## config.mk

```make
export PLATFORM = sky130hd
export DESIGN_NAME = weighted_quadratic_mean_filter_unit
export DESIGN_NICKNAME = d
export VERILOG_FILES = /design/src/rtl/wqmf_pkg.sv /design/src/rtl/wqmf_cfg_regs.sv /design/src/rtl/wqmf_ctrl.sv /design/src/rtl/wqmf_datapath.sv /design/src/rtl/weighted_quadratic_mean_filter_unit.sv
export SDC_FILE = /design/constraint.sdc
export NUM_CORES = 2
export LEC_CHECK = 0
export BUFFER_PORTS_ARGS = -buffer_cell sky130_fd_sc_hd__buf_2
export CORE_MARGIN = 4
export CORE_UTILIZATION = 40
export DETAILED_ROUTE_END_ITERATION = 12
export GPL_TIMING_DRIVEN = 0
export PLACE_DENSITY = 0.55
export SLEW_MARGIN = 20
export SYNTH_ARGS = -nofsm -noshare
export SYNTH_HDL_FRONTEND = slang
export SYNTH_HIERARCHICAL = 1
export SYNTH_SLANG_ARGS = --single-unit
```

## constraint.sdc

```tcl
create_clock -name i_clk -period 13.58 [get_ports i_clk]
set_input_delay 0.679 -clock i_clk [delete_from_list [all_inputs] [get_ports i_clk]]
set_output_delay 0.679 -clock i_clk [all_outputs]
set_load 0.03 [all_outputs]
```

## src/rtl/wqmf_pkg.sv

```systemverilog
// shared types, constants and helpers for the weighted quadratic mean filter
// used by the register bank, the controller, the datapath and the top level
package wqmf_pkg;

    localparam int unsigned CFG_W       = 17;
    localparam int unsigned CFG_IDX_W   = 3;
    localparam int unsigned NUM_W       = 4;
    localparam int unsigned SAMPLE_W    = 16;
    localparam int unsigned FILT_W      = 15;
    localparam int unsigned MET_W       = 24;
    localparam int unsigned SUM_W       = 48;
    localparam int unsigned ACC_W       = 50;
    localparam int unsigned SQ_W        = 33;
    localparam int unsigned PROD_W      = 48;
    localparam int unsigned MB_A_W      = 31;
    localparam int unsigned DIV_CNT_W   = 6;
    localparam int unsigned Q_SHIFT     = 16;
    localparam int unsigned IN_TDATA_W  = 16;
    localparam int unsigned OUT_TDATA_W = 88;
    localparam int unsigned OUT_TUSER_W = 2;
    localparam int unsigned FILT_SQRT_TOP = 32;
    localparam int unsigned WIDE_SQRT_TOP = 46;

    localparam logic [CFG_IDX_W-1:0] REG_W_CENTER = 3'd0;
    localparam logic [CFG_IDX_W-1:0] REG_W_OFF1   = 3'd1;
    localparam logic [CFG_IDX_W-1:0] REG_W_OFF2   = 3'd2;
    localparam logic [CFG_IDX_W-1:0] REG_W_OFF3   = 3'd3;
    localparam logic [CFG_IDX_W-1:0] REG_LAMBDA   = 3'd4;

    localparam logic [CFG_W-1:0] W_CENTER_RST = 17'd21845;
    localparam logic [CFG_W-1:0] W_OFF1_RST   = 17'd21845;
    localparam logic [CFG_W-1:0] W_OFF2_RST   = 17'd0;
    localparam logic [CFG_W-1:0] W_OFF3_RST   = 17'd0;
    localparam logic [CFG_W-1:0] LAMBDA_RST   = 17'd0;
    localparam logic [CFG_W-1:0] ONE_Q16      = 17'd65536;

    localparam logic [FILT_W-1:0] FILT_MAX   = '1;
    localparam logic [MET_W-1:0]  MET_MAX    = '1;
    localparam logic [ACC_W-1:0]  CRIT_ROUND = 50'd32768;

    typedef struct packed {
        logic [NUM_W-1:0][CFG_W-1:0] weight;
        logic [CFG_W-1:0]            lambda;
    } t_cfg;

    typedef enum logic [4:0] {
        OP_NONE, OP_LOAD, OP_SQ, OP_WT, OP_ACC, OP_FSQRT_LD, OP_SQRT_STEP,
        OP_FILT_DONE, OP_DEV_SQ, OP_DEV_ADD, OP_RGH_ADD, OP_RSQRT_LD,
        OP_ROUGH_DONE, OP_DIV_LD, OP_DIV_STEP, OP_DSQRT_LD, OP_DEV_DONE,
        OP_CRIT1, OP_CRIT2, OP_CRIT3, OP_CRIT_DONE, OP_EMIT
    } t_dp_op;

    typedef enum logic [4:0] {
        S_IDLE, S_SQ, S_WT, S_ACC, S_FSQRT_LD, S_FSQRT, S_FILT_DONE,
        S_DEV_SQ, S_DEV_ADD, S_RGH_ADD, S_RSQRT_LD, S_RSQRT, S_ROUGH_DONE,
        S_DIV_LD, S_DIV, S_DSQRT_LD, S_DSQRT, S_DEV_DONE,
        S_CRIT1, S_CRIT2, S_CRIT3, S_CRIT_DONE, S_EMIT
    } t_state;

    typedef struct packed {
        logic tap_last;
        logic sqrt_done;
        logic div_done;
        logic full;
        logic last;
        logic acc_en;
        logic out_free;
    } t_dp_status;

    function automatic logic [SUM_W-1:0] sat_add48(input logic [SUM_W-1:0] a,
                                                   input logic [SUM_W-1:0] b);
        logic [SUM_W:0] s;
        s = {1'b0, a} + {1'b0, b};
        return s[SUM_W] ? '1 : s[SUM_W-1:0];
    endfunction

endpackage

```

## src/rtl/wqmf_cfg_regs.sv

```systemverilog
// configuration register bank: tap weights and criterion blend
// depends on wqmf_pkg
module wqmf_cfg_regs (
    input  logic                                i_clk,
    input  logic                                i_rst_n,
    input  logic                                i_we,
    input  logic [wqmf_pkg::CFG_IDX_W-1:0]      i_idx,
    input  logic [wqmf_pkg::CFG_W-1:0]          i_wdata,
    output wqmf_pkg::t_cfg                      o_cfg
);

    wqmf_pkg::t_cfg r_cfg;

    always_ff @(posedge i_clk) begin
        if (!i_rst_n) begin
            r_cfg.weight[0] <= wqmf_pkg::W_CENTER_RST;
            r_cfg.weight[1] <= wqmf_pkg::W_OFF1_RST;
            r_cfg.weight[2] <= wqmf_pkg::W_OFF2_RST;
            r_cfg.weight[3] <= wqmf_pkg::W_OFF3_RST;
            r_cfg.lambda    <= wqmf_pkg::LAMBDA_RST;
        end else if (i_we) begin
            unique case (i_idx)
                wqmf_pkg::REG_W_CENTER: r_cfg.weight[0] <= i_wdata;
                wqmf_pkg::REG_W_OFF1:   r_cfg.weight[1] <= i_wdata;
                wqmf_pkg::REG_W_OFF2:   r_cfg.weight[2] <= i_wdata;
                wqmf_pkg::REG_W_OFF3:   r_cfg.weight[3] <= i_wdata;
                wqmf_pkg::REG_LAMBDA:   r_cfg.lambda    <= i_wdata;
                default: begin
                end
            endcase
        end
    end

    assign o_cfg = r_cfg;

endmodule

```

## src/rtl/wqmf_ctrl.sv

```systemverilog
// sequencing state machine: issues at most one datapath operation per cycle, none while waiting on input or output
// depends on wqmf_pkg
module wqmf_ctrl (
    input  logic                    i_clk,
    input  logic                    i_rst_n,
    input  logic                    i_in_valid,
    input  wqmf_pkg::t_dp_status    i_status,
    output logic                    o_in_ready,
    output wqmf_pkg::t_dp_op        o_op
);

    wqmf_pkg::t_state r_state;
    wqmf_pkg::t_state n_state;

    always_ff @(posedge i_clk) begin
        if (!i_rst_n) begin
            r_state <= wqmf_pkg::S_IDLE;
        end else begin
            r_state <= n_state;
        end
    end

    always_comb begin
        n_state = r_state;
        unique case (r_state)
            wqmf_pkg::S_IDLE: begin
                if (i_in_valid) n_state = wqmf_pkg::S_SQ;
            end
            wqmf_pkg::S_SQ:       n_state = wqmf_pkg::S_WT;
            wqmf_pkg::S_WT: begin
                n_state = i_status.tap_last ? wqmf_pkg::S_ACC : wqmf_pkg::S_SQ;
            end
            wqmf_pkg::S_ACC: begin
                n_state = i_status.full ? wqmf_pkg::S_FSQRT_LD : wqmf_pkg::S_EMIT;
            end
            wqmf_pkg::S_FSQRT_LD: n_state = wqmf_pkg::S_FSQRT;
            wqmf_pkg::S_FSQRT: begin
                if (i_status.sqrt_done) n_state = wqmf_pkg::S_FILT_DONE;
            end
            wqmf_pkg::S_FILT_DONE: begin
                priority if (i_status.acc_en) n_state = wqmf_pkg::S_DEV_SQ;
                else if (i_status.last)       n_state = wqmf_pkg::S_RSQRT_LD;
                else                          n_state = wqmf_pkg::S_EMIT;
            end
            wqmf_pkg::S_DEV_SQ:   n_state = wqmf_pkg::S_DEV_ADD;
            wqmf_pkg::S_DEV_ADD:  n_state = wqmf_pkg::S_RGH_ADD;
            wqmf_pkg::S_RGH_ADD: begin
                n_state = i_status.last ? wqmf_pkg::S_RSQRT_LD : wqmf_pkg::S_EMIT;
            end
            wqmf_pkg::S_RSQRT_LD: n_state = wqmf_pkg::S_RSQRT;
            wqmf_pkg::S_RSQRT: begin
                if (i_status.sqrt_done) n_state = wqmf_pkg::S_ROUGH_DONE;
            end
            wqmf_pkg::S_ROUGH_DONE: n_state = wqmf_pkg::S_DIV_LD;
            wqmf_pkg::S_DIV_LD:     n_state = wqmf_pkg::S_DIV;
            wqmf_pkg::S_DIV: begin
                if (i_status.div_done) n_state = wqmf_pkg::S_DSQRT_LD;
            end
            wqmf_pkg::S_DSQRT_LD: n_state = wqmf_pkg::S_DSQRT;
            wqmf_pkg::S_DSQRT: begin
                if (i_status.sqrt_done) n_state = wqmf_pkg::S_DEV_DONE;
            end
            wqmf_pkg::S_DEV_DONE:  n_state = wqmf_pkg::S_CRIT1;
            wqmf_pkg::S_CRIT1:     n_state = wqmf_pkg::S_CRIT2;
            wqmf_pkg::S_CRIT2:     n_state = wqmf_pkg::S_CRIT3;
            wqmf_pkg::S_CRIT3:     n_state = wqmf_pkg::S_CRIT_DONE;
            wqmf_pkg::S_CRIT_DONE: n_state = wqmf_pkg::S_EMIT;
            wqmf_pkg::S_EMIT: begin
                if (i_status.out_free) n_state = wqmf_pkg::S_IDLE;
            end
            default: n_state = wqmf_pkg::S_IDLE;
        endcase
    end

    always_comb begin
        o_in_ready = 1'b0;
        o_op       = wqmf_pkg::OP_NONE;
        unique case (r_state)
            wqmf_pkg::S_IDLE: begin
                o_in_ready = 1'b1;
                if (i_in_valid) o_op = wqmf_pkg::OP_LOAD;
            end
            wqmf_pkg::S_SQ:       o_op = wqmf_pkg::OP_SQ;
            wqmf_pkg::S_WT:       o_op = wqmf_pkg::OP_WT;
            wqmf_pkg::S_ACC:      o_op = wqmf_pkg::OP_ACC;
            wqmf_pkg::S_FSQRT_LD: o_op = wqmf_pkg::OP_FSQRT_LD;
            wqmf_pkg::S_FSQRT, wqmf_pkg::S_RSQRT, wqmf_pkg::S_DSQRT: begin
                if (!i_status.sqrt_done) o_op = wqmf_pkg::OP_SQRT_STEP;
            end
            wqmf_pkg::S_FILT_DONE:  o_op = wqmf_pkg::OP_FILT_DONE;
            wqmf_pkg::S_DEV_SQ:     o_op = wqmf_pkg::OP_DEV_SQ;
            wqmf_pkg::S_DEV_ADD:    o_op = wqmf_pkg::OP_DEV_ADD;
            wqmf_pkg::S_RGH_ADD:    o_op = wqmf_pkg::OP_RGH_ADD;
            wqmf_pkg::S_RSQRT_LD:   o_op = wqmf_pkg::OP_RSQRT_LD;
            wqmf_pkg::S_ROUGH_DONE: o_op = wqmf_pkg::OP_ROUGH_DONE;
            wqmf_pkg::S_DIV_LD:     o_op = wqmf_pkg::OP_DIV_LD;
            wqmf_pkg::S_DIV: begin
                if (!i_status.div_done) o_op = wqmf_pkg::OP_DIV_STEP;
            end
            wqmf_pkg::S_DSQRT_LD:  o_op = wqmf_pkg::OP_DSQRT_LD;
            wqmf_pkg::S_DEV_DONE:  o_op = wqmf_pkg::OP_DEV_DONE;
            wqmf_pkg::S_CRIT1:     o_op = wqmf_pkg::OP_CRIT1;
            wqmf_pkg::S_CRIT2:     o_op = wqmf_pkg::OP_CRIT2;
            wqmf_pkg::S_CRIT3:     o_op = wqmf_pkg::OP_CRIT3;
            wqmf_pkg::S_CRIT_DONE: o_op = wqmf_pkg::OP_CRIT_DONE;
            wqmf_pkg::S_EMIT: begin
                if (i_status.out_free) o_op = wqmf_pkg::OP_EMIT;
            end
            default: o_op = wqmf_pkg::OP_NONE;
        endcase
    end

`ifndef SYNTHESIS
    a_metrics_only_on_full_last: assert property (@(posedge i_clk) disable iff (!i_rst_n)
        (r_state == wqmf_pkg::S_RSQRT_LD) |-> (i_status.last && i_status.full))
        else $error("metric pass entered without a full window on the last request");
    a_emit_returns_idle: assert property (@(posedge i_clk) disable iff (!i_rst_n)
        (r_state == wqmf_pkg::S_EMIT && i_status.out_free) |=> (r_state == wqmf_pkg::S_IDLE))
        else $error("result handed over but controller did not return to idle");
    a_accept_starts_mac: assert property (@(posedge i_clk) disable iff (!i_rst_n)
        (r_state == wqmf_pkg::S_IDLE && i_in_valid) |=> (r_state == wqmf_pkg::S_SQ))
        else $error("accepted request did not start the tap loop");
`endif

endmodule

```

## src/rtl/wqmf_datapath.sv

```systemverilog
// datapath: delay line, shared multipliers, iterative square root and divider,
// record sums and the output register; depends on wqmf_pkg
module wqmf_datapath #(
    parameter int unsigned TAPS        = 3,
    parameter int unsigned MAX_SAMPLES = 1024
) (
    input  logic                                i_clk,
    input  logic                                i_rst_n,
    input  wqmf_pkg::t_dp_op                    i_op,
    input  wqmf_pkg::t_cfg                      i_cfg,
    input  logic [wqmf_pkg::SAMPLE_W-1:0]       i_sample,
    input  logic                                i_last,
    input  logic                                i_out_ready,
    output wqmf_pkg::t_dp_status                o_status,
    output logic                                o_out_valid,
    output logic [wqmf_pkg::FILT_W-1:0]         o_filtered,
    output logic                                o_filt_valid,
    output logic                                o_met_valid,
    output logic [wqmf_pkg::MET_W-1:0]          o_rough,
    output logic [wqmf_pkg::MET_W-1:0]          o_dev,
    output logic [wqmf_pkg::MET_W-1:0]          o_crit
);

    localparam int unsigned HALF = (TAPS - 1) / 2;
    localparam int unsigned WIN  = 2 * HALF + 1;
    localparam int unsigned TW   = $clog2(WIN);
    localparam int unsigned CW   = $clog2(MAX_SAMPLES + 1);
    localparam logic [CW-1:0] CNT_MAX = CW'(MAX_SAMPLES);
    localparam logic [CW-1:0] CNT_WIN = CW'(WIN);

    // record state
    logic signed [wqmf_pkg::SAMPLE_W-1:0] r_window [WIN-1];
    logic [CW-1:0]                        r_count;
    logic [wqmf_pkg::FILT_W-1:0]          r_prev;
    logic                                 r_prev_valid;
    logic [wqmf_pkg::SUM_W-1:0]           r_rsum;
    logic [wqmf_pkg::SUM_W-1:0]           r_dsum;
    logic                                 r_out_valid;

    // per-request working registers
    logic signed [wqmf_pkg::SAMPLE_W-1:0] r_sample;
    logic                                 r_last;
    logic                                 r_acc_en;
    logic                                 r_full;
    logic [CW-1:0]                        r_cnt_next;
    logic [TW-1:0]                        r_tap;
    logic [wqmf_pkg::SQ_W-1:0]            r_sq;
    logic [wqmf_pkg::PROD_W-1:0]          r_prod;
    logic [wqmf_pkg::ACC_W-1:0]           r_acc;
    logic [wqmf_pkg::SUM_W-1:0]           r_rad;
    logic [wqmf_pkg::SUM_W-1:0]           r_root;
    logic [wqmf_pkg::SUM_W-1:0]           r_bit;
    logic [wqmf_pkg::SUM_W-1:0]           r_quo;
    logic [CW-1:0]                        r_rem;
    logic [wqmf_pkg::DIV_CNT_W-1:0]       r_div_cnt;
    logic [wqmf_pkg::FILT_W-1:0]          r_y;
    logic [wqmf_pkg::MET_W-1:0]           r_rough;
    logic [wqmf_pkg::MET_W-1:0]           r_dev;
    logic [wqmf_pkg::MET_W-1:0]           r_crit;

    // output register
    logic [wqmf_pkg::FILT_W-1:0]          r_o_filt;
    logic                                 r_o_fvalid;
    logic                                 r_o_mvalid;
    logic [wqmf_pkg::MET_W-1:0]           r_o_rough;
    logic [wqmf_pkg::MET_W-1:0]           r_o_dev;
    logic [wqmf_pkg::MET_W-1:0]           r_o_crit;

    logic                                 c_acc_en;
    logic [CW-1:0]                        c_cnt_next;
    logic signed [wqmf_pkg::SAMPLE_W-1:0] x_vec [WIN];
    logic signed [wqmf_pkg::SAMPLE_W-1:0] tap_x;
    logic signed [wqmf_pkg::SAMPLE_W-1:0] x_centre;
    logic [TW-1:0]                        off_full;
    logic [1:0]                           w_idx;
    logic signed [wqmf_pkg::SAMPLE_W:0]   dev_diff;
    logic signed [wqmf_pkg::SAMPLE_W:0]   rgh_diff;
    logic signed [wqmf_pkg::SAMPLE_W:0]   ma_op;
    logic signed [2*wqmf_pkg::SAMPLE_W+1:0] ma_prod;
    logic [wqmf_pkg::MB_A_W-1:0]          mb_a;
    logic [wqmf_pkg::CFG_W-1:0]           mb_b;
    logic [wqmf_pkg::PROD_W-1:0]          mb_prod;
    logic [wqmf_pkg::CFG_W-1:0]           lam;
    logic [wqmf_pkg::SUM_W-1:0]           trial;
    logic [CW-1:0]                        div_n;
    logic [CW:0]                          rem_sh;
    logic                                 out_free;

    assign c_acc_en   = r_count < CNT_MAX;
    assign c_cnt_next = c_acc_en ? r_count + CW'(1) : r_count;

    always_comb begin
        x_vec[0] = r_sample;
        for (int i = 1; i < WIN; i++) begin
            x_vec[i] = r_window[i-1];
        end
    end

    assign tap_x    = x_vec[r_tap];
    assign x_centre = x_vec[HALF];
    assign off_full = (r_tap > TW'(HALF)) ? r_tap - TW'(HALF) : TW'(HALF) - r_tap;
    assign w_idx    = 2'(off_full);

    assign dev_diff = $signed({2'b00, r_y}) - $signed({x_centre[wqmf_pkg::SAMPLE_W-1], x_centre});
    assign rgh_diff = $signed({2'b00, r_y}) - $signed({2'b00, r_prev});

    // signed squarer shared by taps and metric terms
    always_comb begin
        unique case (i_op)
            wqmf_pkg::OP_DEV_SQ:  ma_op = dev_diff;
            wqmf_pkg::OP_DEV_ADD: ma_op = rgh_diff;
            default:              ma_op = {tap_x[wqmf_pkg::SAMPLE_W-1], tap_x};
        endcase
    end
    assign ma_prod = ma_op * ma_op;

    assign lam = (i_cfg.lambda > wqmf_pkg::ONE_Q16) ? wqmf_pkg::ONE_Q16 : i_cfg.lambda;

    // unsigned multiplier shared by weighting and criterion blend
    always_comb begin
        unique case (i_op)
            wqmf_pkg::OP_CRIT1: begin
                mb_a = wqmf_pkg::MB_A_W'(r_rough);
                mb_b = lam;
            end
            wqmf_pkg::OP_CRIT2: begin
                mb_a = wqmf_pkg::MB_A_W'(r_dev);
                mb_b = wqmf_pkg::ONE_Q16 - lam;
            end
            default: begin
                mb_a = r_sq[wqmf_pkg::MB_A_W-1:0];
                mb_b = i_cfg.weight[w_idx];
            end
        endcase
    end
    assign mb_prod = mb_a * mb_b;

    assign trial  = r_root + r_bit;
    assign div_n  = r_cnt_next - CNT_WIN + CW'(1);
    assign rem_sh = {r_rem, r_quo[wqmf_pkg::SUM_W-1]};

    assign out_free = !r_out_valid || i_out_ready;

    // record state and output handshake
    always_ff @(posedge i_clk) begin
        if (!i_rst_n) begin
            for (int i = 0; i < WIN - 1; i++) begin
                r_window[i] <= '0;
            end
            r_count      <= '0;
            r_prev       <= '0;
            r_prev_valid <= 1'b0;
            r_rsum       <= '0;
            r_dsum       <= '0;
            r_out_valid  <= 1'b0;
        end else begin
            if (r_out_valid && i_out_ready) r_out_valid <= 1'b0;
            unique case (i_op)
                wqmf_pkg::OP_DEV_ADD: begin
                    r_dsum <= wqmf_pkg::sat_add48(r_dsum, wqmf_pkg::SUM_W'(r_sq));
                end
                wqmf_pkg::OP_RGH_ADD: begin
                    if (r_prev_valid) begin
                        r_rsum <= wqmf_pkg::sat_add48(r_rsum, wqmf_pkg::SUM_W'(r_sq));
                    end
                end
                wqmf_pkg::OP_EMIT: begin
                    r_out_valid <= 1'b1;
                    if (r_last) begin
                        for (int i = 0; i < WIN - 1; i++) begin
                            r_window[i] <= '0;
                        end
                        r_count      <= '0;
                        r_prev       <= '0;
                        r_prev_valid <= 1'b0;
                        r_rsum       <= '0;
                        r_dsum       <= '0;
                    end else begin
                        r_window[0] <= r_sample;
                        for (int i = 1; i < WIN - 1; i++) begin
                            r_window[i] <= r_window[i-1];
                        end
                        r_count <= r_cnt_next;
                        if (r_full) begin
                            r_prev       <= r_y;
                            r_prev_valid <= 1'b1;
                        end
                    end
                end
                default: begin
                end
            endcase
        end
    end

    // arithmetic working registers
    always_ff @(posedge i_clk) begin
        unique case (i_op)
            wqmf_pkg::OP_LOAD: begin
                r_sample   <= $signed(i_sample);
                r_last     <= i_last;
                r_acc_en   <= c_acc_en;
                r_cnt_next <= c_cnt_next;
                r_full     <= c_cnt_next >= CNT_WIN;
                r_tap      <= '0;
                r_acc      <= '0;
                r_prod     <= '0;
                r_y        <= '0;
                r_rough    <= '0;
                r_dev      <= '0;
                r_crit     <= '0;
            end
            wqmf_pkg::OP_SQ: begin
                r_sq  <= ma_prod[wqmf_pkg::SQ_W-1:0];
                r_acc <= r_acc + wqmf_pkg::ACC_W'(r_prod);
            end
            wqmf_pkg::OP_WT: begin
                r_prod <= mb_prod;
                r_tap  <= r_tap + TW'(1);
            end
            wqmf_pkg::OP_ACC: begin
                r_acc <= r_acc + wqmf_pkg::ACC_W'(r_prod);
            end
            wqmf_pkg::OP_FSQRT_LD: begin
                r_rad  <= wqmf_pkg::SUM_W'(r_acc[wqmf_pkg::ACC_W-1:wqmf_pkg::Q_SHIFT]);
                r_root <= '0;
                r_bit  <= wqmf_pkg::SUM_W'(1) << wqmf_pkg::FILT_SQRT_TOP;
            end
            wqmf_pkg::OP_RSQRT_LD: begin
                r_rad  <= r_rsum;
                r_root <= '0;
                r_bit  <= wqmf_pkg::SUM_W'(1) << wqmf_pkg::WIDE_SQRT_TOP;
            end
            wqmf_pkg::OP_DSQRT_LD: begin
                r_rad  <= r_quo;
                r_root <= '0;
                r_bit  <= wqmf_pkg::SUM_W'(1) << wqmf_pkg::WIDE_SQRT_TOP;
            end
            wqmf_pkg::OP_SQRT_STEP: begin
                if (r_rad >= trial) begin
                    r_rad  <= r_rad - trial;
                    r_root <= (r_root >> 1) + r_bit;
                end else begin
                    r_root <= r_root >> 1;
                end
                r_bit <= r_bit >> 2;
            end
            wqmf_pkg::OP_FILT_DONE: begin
                r_y <= (r_root > wqmf_pkg::SUM_W'(wqmf_pkg::FILT_MAX)) ?
                       wqmf_pkg::FILT_MAX : r_root[wqmf_pkg::FILT_W-1:0];
            end
            wqmf_pkg::OP_DEV_SQ: begin
                r_sq <= ma_prod[wqmf_pkg::SQ_W-1:0];
            end
            wqmf_pkg::OP_DEV_ADD: begin
                r_sq <= ma_prod[wqmf_pkg::SQ_W-1:0];
            end
            wqmf_pkg::OP_ROUGH_DONE: begin
                r_rough <= (r_root > wqmf_pkg::SUM_W'(wqmf_pkg::MET_MAX)) ?
                           wqmf_pkg::MET_MAX : r_root[wqmf_pkg::MET_W-1:0];
            end
            wqmf_pkg::OP_DIV_LD: begin
                r_quo     <= r_dsum;
                r_rem     <= '0;
                r_div_cnt <= '0;
            end
            wqmf_pkg::OP_DIV_STEP: begin
                // restoring division, one quotient bit a cycle
                if (rem_sh >= {1'b0, div_n}) begin
                    r_rem <= CW'(rem_sh - {1'b0, div_n});
                    r_quo <= {r_quo[wqmf_pkg::SUM_W-2:0], 1'b1};
                end else begin
                    r_rem <= rem_sh[CW-1:0];
                    r_quo <= {r_quo[wqmf_pkg::SUM_W-2:0], 1'b0};
                end
                r_div_cnt <= r_div_cnt + wqmf_pkg::DIV_CNT_W'(1);
            end
            wqmf_pkg::OP_DEV_DONE: begin
                r_dev <= (r_root > wqmf_pkg::SUM_W'(wqmf_pkg::MET_MAX)) ?
                         wqmf_pkg::MET_MAX : r_root[wqmf_pkg::MET_W-1:0];
            end
            wqmf_pkg::OP_CRIT1: begin
                r_acc  <= wqmf_pkg::CRIT_ROUND;
                r_prod <= mb_prod;
            end
            wqmf_pkg::OP_CRIT2: begin
                r_acc  <= r_acc + wqmf_pkg::ACC_W'(r_prod);
                r_prod <= mb_prod;
            end
            wqmf_pkg::OP_CRIT3: begin
                r_acc <= r_acc + wqmf_pkg::ACC_W'(r_prod);
            end
            wqmf_pkg::OP_CRIT_DONE: begin
                r_crit <= (r_acc[wqmf_pkg::ACC_W-1:wqmf_pkg::Q_SHIFT] >
                           (wqmf_pkg::ACC_W - wqmf_pkg::Q_SHIFT)'(wqmf_pkg::MET_MAX)) ?
                          wqmf_pkg::MET_MAX :
                          r_acc[wqmf_pkg::Q_SHIFT+wqmf_pkg::MET_W-1:wqmf_pkg::Q_SHIFT];
            end
            wqmf_pkg::OP_EMIT: begin
                r_o_filt   <= r_y;
                r_o_fvalid <= r_full;
                r_o_mvalid <= r_last;
                r_o_rough  <= r_rough;
                r_o_dev    <= r_dev;
                r_o_crit   <= r_crit;
            end
            default: begin
            end
        endcase
    end

    assign o_status.tap_last  = r_tap == TW'(WIN - 1);
    assign o_status.sqrt_done = r_bit == '0;
    assign o_status.div_done  = r_div_cnt == wqmf_pkg::DIV_CNT_W'(wqmf_pkg::SUM_W);
    assign o_status.full      = r_full;
    assign o_status.last      = r_last;
    assign o_status.acc_en    = r_acc_en;
    assign o_status.out_free  = out_free;

    assign o_out_valid  = r_out_valid;
    assign o_filtered   = r_o_filt;
    assign o_filt_valid = r_o_fvalid;
    assign o_met_valid  = r_o_mvalid;
    assign o_rough      = r_o_rough;
    assign o_dev        = r_o_dev;
    assign o_crit       = r_o_crit;

`ifndef SYNTHESIS
    a_no_overwrite: assert property (@(posedge i_clk) disable iff (!i_rst_n)
        !(r_out_valid && !i_out_ready && i_op == wqmf_pkg::OP_EMIT))
        else $error("output register overwritten while still held");
    a_count_bound: assert property (@(posedge i_clk) disable iff (!i_rst_n)
        r_count <= CNT_MAX)
        else $error("sample count above its ceiling");
    a_prev_needs_full: assert property (@(posedge i_clk) disable iff (!i_rst_n)
        r_prev_valid |-> (r_count >= CNT_WIN))
        else $error("previous output marked valid before a full window");
`endif

endmodule

```

## src/rtl/weighted_quadratic_mean_filter_unit.sv

```systemverilog
// Weighted quadratic mean sliding-window filter with record smoothness metrics.
// Slave stream: tdata[15:0] signed Q4.12 sample, tlast marks the last sample
// of a record. Master stream: one result per request, see tdata/tuser below.
// Config port: write enable, register index (0 centre weight, 1..3 offset
// weights, 4 lambda), 17-bit data, taken when enable is high outside reset.
// Sequence: the sample is loaded, each tap is squared and weighted in turn and
// summed; a full window adds the filter square root (17 steps) and, below the
// sample limit, the deviation and roughness sums. A last sample with a full
// window adds two 24-step roots, a 48-step divider and the criterion blend.
// The controller handles one request at a time, each emitted before the next.
// The result sits in an output register; the next request is accepted while
// it waits, and the block only stalls when a new result is ready before the
// previous one has been taken.
// Reset clears the window, sample count, sums and output valid and restores
// the register defaults.
module weighted_quadratic_mean_filter_unit #(
    parameter int unsigned TAPS        = 3,
    parameter int unsigned MAX_SAMPLES = 1024
) (
    input  logic                                    i_clk,
    input  logic                                    i_rst_n,
    input  logic                                    i_s_axis_tvalid,
    output logic                                    o_s_axis_tready,
    input  logic [wqmf_pkg::IN_TDATA_W-1:0]         i_s_axis_tdata,  // sample
    input  logic                                    i_s_axis_tlast,
    output logic                                    o_m_axis_tvalid,
    input  logic                                    i_m_axis_tready,
    // filtered, roughness, deviation, criterion, zero pad
    output logic [wqmf_pkg::OUT_TDATA_W-1:0]        o_m_axis_tdata,
    // filtered_valid, metrics_valid
    output logic [wqmf_pkg::OUT_TUSER_W-1:0]        o_m_axis_tuser,
    input  logic                                    i_cfg_we,
    input  logic [wqmf_pkg::CFG_IDX_W-1:0]          i_cfg_idx,
    input  logic [wqmf_pkg::CFG_W-1:0]              i_cfg_wdata
);

    wqmf_pkg::t_cfg         cfg;
    wqmf_pkg::t_dp_status   status;
    wqmf_pkg::t_dp_op       op;
    logic [wqmf_pkg::FILT_W-1:0] filtered;
    logic                        filt_valid;
    logic                        met_valid;
    logic [wqmf_pkg::MET_W-1:0]  rough;
    logic [wqmf_pkg::MET_W-1:0]  dev;
    logic [wqmf_pkg::MET_W-1:0]  crit;

    wqmf_cfg_regs u_cfg (
        .i_clk   (i_clk),
        .i_rst_n (i_rst_n),
        .i_we    (i_cfg_we),
        .i_idx   (i_cfg_idx),
        .i_wdata (i_cfg_wdata),
        .o_cfg   (cfg)
    );

    wqmf_ctrl u_ctrl (
        .i_clk      (i_clk),
        .i_rst_n    (i_rst_n),
        .i_in_valid (i_s_axis_tvalid),
        .i_status   (status),
        .o_in_ready (o_s_axis_tready),
        .o_op       (op)
    );

    wqmf_datapath #(
        .TAPS        (TAPS),
        .MAX_SAMPLES (MAX_SAMPLES)
    ) u_dp (
        .i_clk        (i_clk),
        .i_rst_n      (i_rst_n),
        .i_op         (op),
        .i_cfg        (cfg),
        .i_sample     (i_s_axis_tdata),
        .i_last       (i_s_axis_tlast),
        .i_out_ready  (i_m_axis_tready),
        .o_status     (status),
        .o_out_valid  (o_m_axis_tvalid),
        .o_filtered   (filtered),
        .o_filt_valid (filt_valid),
        .o_met_valid  (met_valid),
        .o_rough      (rough),
        .o_dev        (dev),
        .o_crit       (crit)
    );

    assign o_m_axis_tdata = {1'b0, crit, dev, rough, filtered};
    assign o_m_axis_tuser = {met_valid, filt_valid};

endmodule

```

==> run summary <==
Outcome: finished clean
Worst-Margin Slew: 1.28 ns
R2R Setup Slk: 0.35 ns
Setup Skew: 0.0428 ns
Max Cap Viol: 0
Synth cell types: 101
Asr flop ratio synth: 0%
Root buf cell: clkbuf_16
Routed WL: 252 mm
Die width: 433 um
Post-Synthesis Cells: 7804
Final HPWL DP: 202 mm
Clock Latency Late Sink: 0.75 ns
First-pass iteration count of the detailed router: 9
CTS max path bufs: 3
Sequential-to-total area share from yosys stat: 29.0%
Via density: 5.63
# rows: 155
Num CTS Buffers: 94
CP Class: reg -> reg
Hold buffers post-CTS: 0
Final min period: 13.23 ns
Syn nets: 9016
Top_reg_cell synth: edfxtp_1
Share of Yosys cell area claimed by the top area cell type: 23.1%
Antenna violations before repair: 13
Most used cell, CP: fa_1
F_max: 75.6 MHz
Layout area overhead: 10.4%
Post-DR wirelength/cell: 24.0 um
Largest stage delay on the critical path: 0.72 ns
First-pass GRT wire length: 376 mm
I/O Pins: 134
Crit end category: flop
Clk sink count: 769
H-tree depth: 3
Largest net degree at the start of global routing: 69
Post-route ant nets: 0
Final worst slack: 0.345 ns
Global-route usage over all layers: 26.7%
Final period utilization: 97.5%
Gr ovfl total: 0
Worst endpoint data arrival time: 13.61 ns
Core Box Area: 0.179 sq mm
HP Class: in -> reg
Number of global-route vias before repair: 59100
Layout cell share with drive strength beyond 1: 6.23%
Clk slew on worst S/H paths: 0.06 ns
Largest fanout on the critical path: 10
Most frequent cells in the layout: 1001 x nand2_1, 992 x inv_1, 703 x fa_1
Fillers: 17500
CTS tree: yes
Number of remaining DRC errors: 0
Nets: 9269
Max_slew headroom: 14.7%
Final setup fails: 0
Port bufs: 132
Initial Util: 40.3%
Endpoints failing hold: 0
Post-CTS Setup Bufs: 0
Syn_area_per_cell: 9.25 sq um
Req. time, crit path: 13.96 ns
Post-synth EDFFs: 555
Die footprint: 0.187 sq mm
Die H: 433 um
#FFs+latches synth: 769
RSZ-0062 raised after global routing: false
Worst setup path startpoint: u_dp/r_bit[46]
Synth Cell Area: 0.0722 sq mm
Yosys warning count: 6
Slowest CP cell: fa_1
RR Startpoint: u_dp/r_bit[46]
Max-slew violations: 0
Most common cell after layout, fill and taps aside: nand2_1
Vias: 59100
Worst slack, placed: -1.77 ns
Drt first-iter violations: 5647
HP Start: i_s_axis_tdata[8]
Routability cong.: 0.962
Area contributors post-synth: edfxtp_1 23%, fa_1 19%, ha_1 8.1%, dfxtp_1 5.9%, nand2_1 5.2%
Critical Path Source Type: flop
Yosys top cell by area: edfxtp_1
## routing by layer
layer | global-route usage [%] | part of all wire (%) | vias up
met1 | 36.8 | 43 | 29400
met3 | 4.26 | 7.5 | 441
li1 | - | - | 27000
met5 | 0 | 0.016 | -
met4 | 10.0 | 4.2 | 6
met2 | 42.4 | 45 | 2185
## final timing paths
| check | endpoint | cells after the start |
|---|---|---|
| worst min register to register | u_dp/o_crit[17] | 0 |
| worst max-delay path | u_dp/r_prod[44] | 39 |
| worst max register to register | u_dp/r_prod[44] | 39 |
| worst min-delay path | u_dp/r_sample[8] | 1 |
## registers in the layout, summed over array words and instances (netlist names), 48 cells and up
register and flops:
u_dp/r_quo 48, u_dp/r_prod 48, u_dp/r_rsum 48, u_cfg/o_cfg 85, u_dp/r_root 48, u_dp/r_rad 48, u_dp/r_acc 50, u_dp/r_dsum 48
## synthesized netlist by cell type (43+ instances only)
| cell type | count |
|---|---|
| a211oi_1 | 84 |
| a21o_1 | 146 |
| a21oi_1 | 431 |
| a31oi_1 | 108 |
| and2_1 | 135 |
| and3_1 | 54 |
| buf_2 | 43 |
| clkbuf_1 | 309 |
| dfxtp_1 | 214 |
| edfxtp_1 | 555 |
| fa_1 | 703 |
| ha_1 | 467 |
| inv_1 | 995 |
| mux2i_1 | 168 |
| nand2_1 | 1008 |
| nand2b_1 | 54 |
| nand3_1 | 90 |
| nand4_1 | 63 |
| nor2_1 | 654 |
| nor2b_1 | 75 |
| nor3_1 | 90 |
| nor4_1 | 51 |
| o21a_1 | 82 |
| o21ai_0 | 247 |
| o21bai_1 | 56 |
| xnor2_1 | 199 |
| xor2_1 | 141 |
## metrics by stage
stage	utilization [%]	cells	area, sq um	hold slack [ns]	setup TNS (ns)
after floorplan	-	7804	72200	0.400	0
after global placement	42.4	10300	75800	0.406	-75.32
after detailed placement	42.6	10300	76300	0.405	-22.09
after CTS	44.5	10500	79700	0.0467	0
after global routing	44.5	10500	79700	0.0748	0
final	44.5	10500	79700	0.119	0
## area by class of cell
| type | count | area [sq um] | area share, % |
|---|---|---|---|
| Tap cell | 2355 | 2950 | 3.70 |
| Clock inverter | 55 | 669 | 0.840 |
| Multi-Input combinational cell | 5650 | 46100 | 57.9 |
| Clock buffer | 122 | 2640 | 3.31 |
| Sequential cell | 769 | 21000 | 26.3 |
| Antenna cell | 4 | 10.0 | 0.0126 |
| Timing Repair Buffer | 158 | 1040 | 1.31 |
| Inverter | 1008 | 3790 | 4.75 |
| Buffer | 376 | 1540 | 1.93 |
## critical path: cells and delay by family, from the launching register on
kind | cells | cell delay (ns)
and+or+nand+nor | 12 | 4.02
adders and majority gates | 7 | 3.56
AOI/OAI and AO/OA | 10 | 2.68
buffers and inverters | 10 | 2.08
DFF | 1 | 0.47
## cells by family (layout without fill, tap and decap cells)
| kind of cell | count (synthesis) | in the layout | synth area share, % |
|---|---|---|---|
| xor+xnor | 340 | 340 | 4.12 |
| compound gates | 1539 | 1539 | 13.9 |
| mux | 195 | 195 | 3.01 |
| flops | 769 | 769 | 29.0 |
| simple gates | 2405 | 2405 | 15.0 |
| other cells | 1 | 5 | 0.00519 |
| fa+ha+maj | 1170 | 1170 | 27.6 |
| buf+inv | 1385 | 1719 | 7.36 |
## what timing repair did
| item | 4_1_cts | 5_1_grt |
|---|---|---|
| cloned | 0 | 0 |
| endpoints found under the hold margin | 0 | 0 |
| resized for setup | 14 | 23 |
| setup endpoints to repair | 24 | 6 |
Power is left out: the tool's default activity adds up to more than one toggle a clock period on the data nets, which glitch-free logic cannot reach.
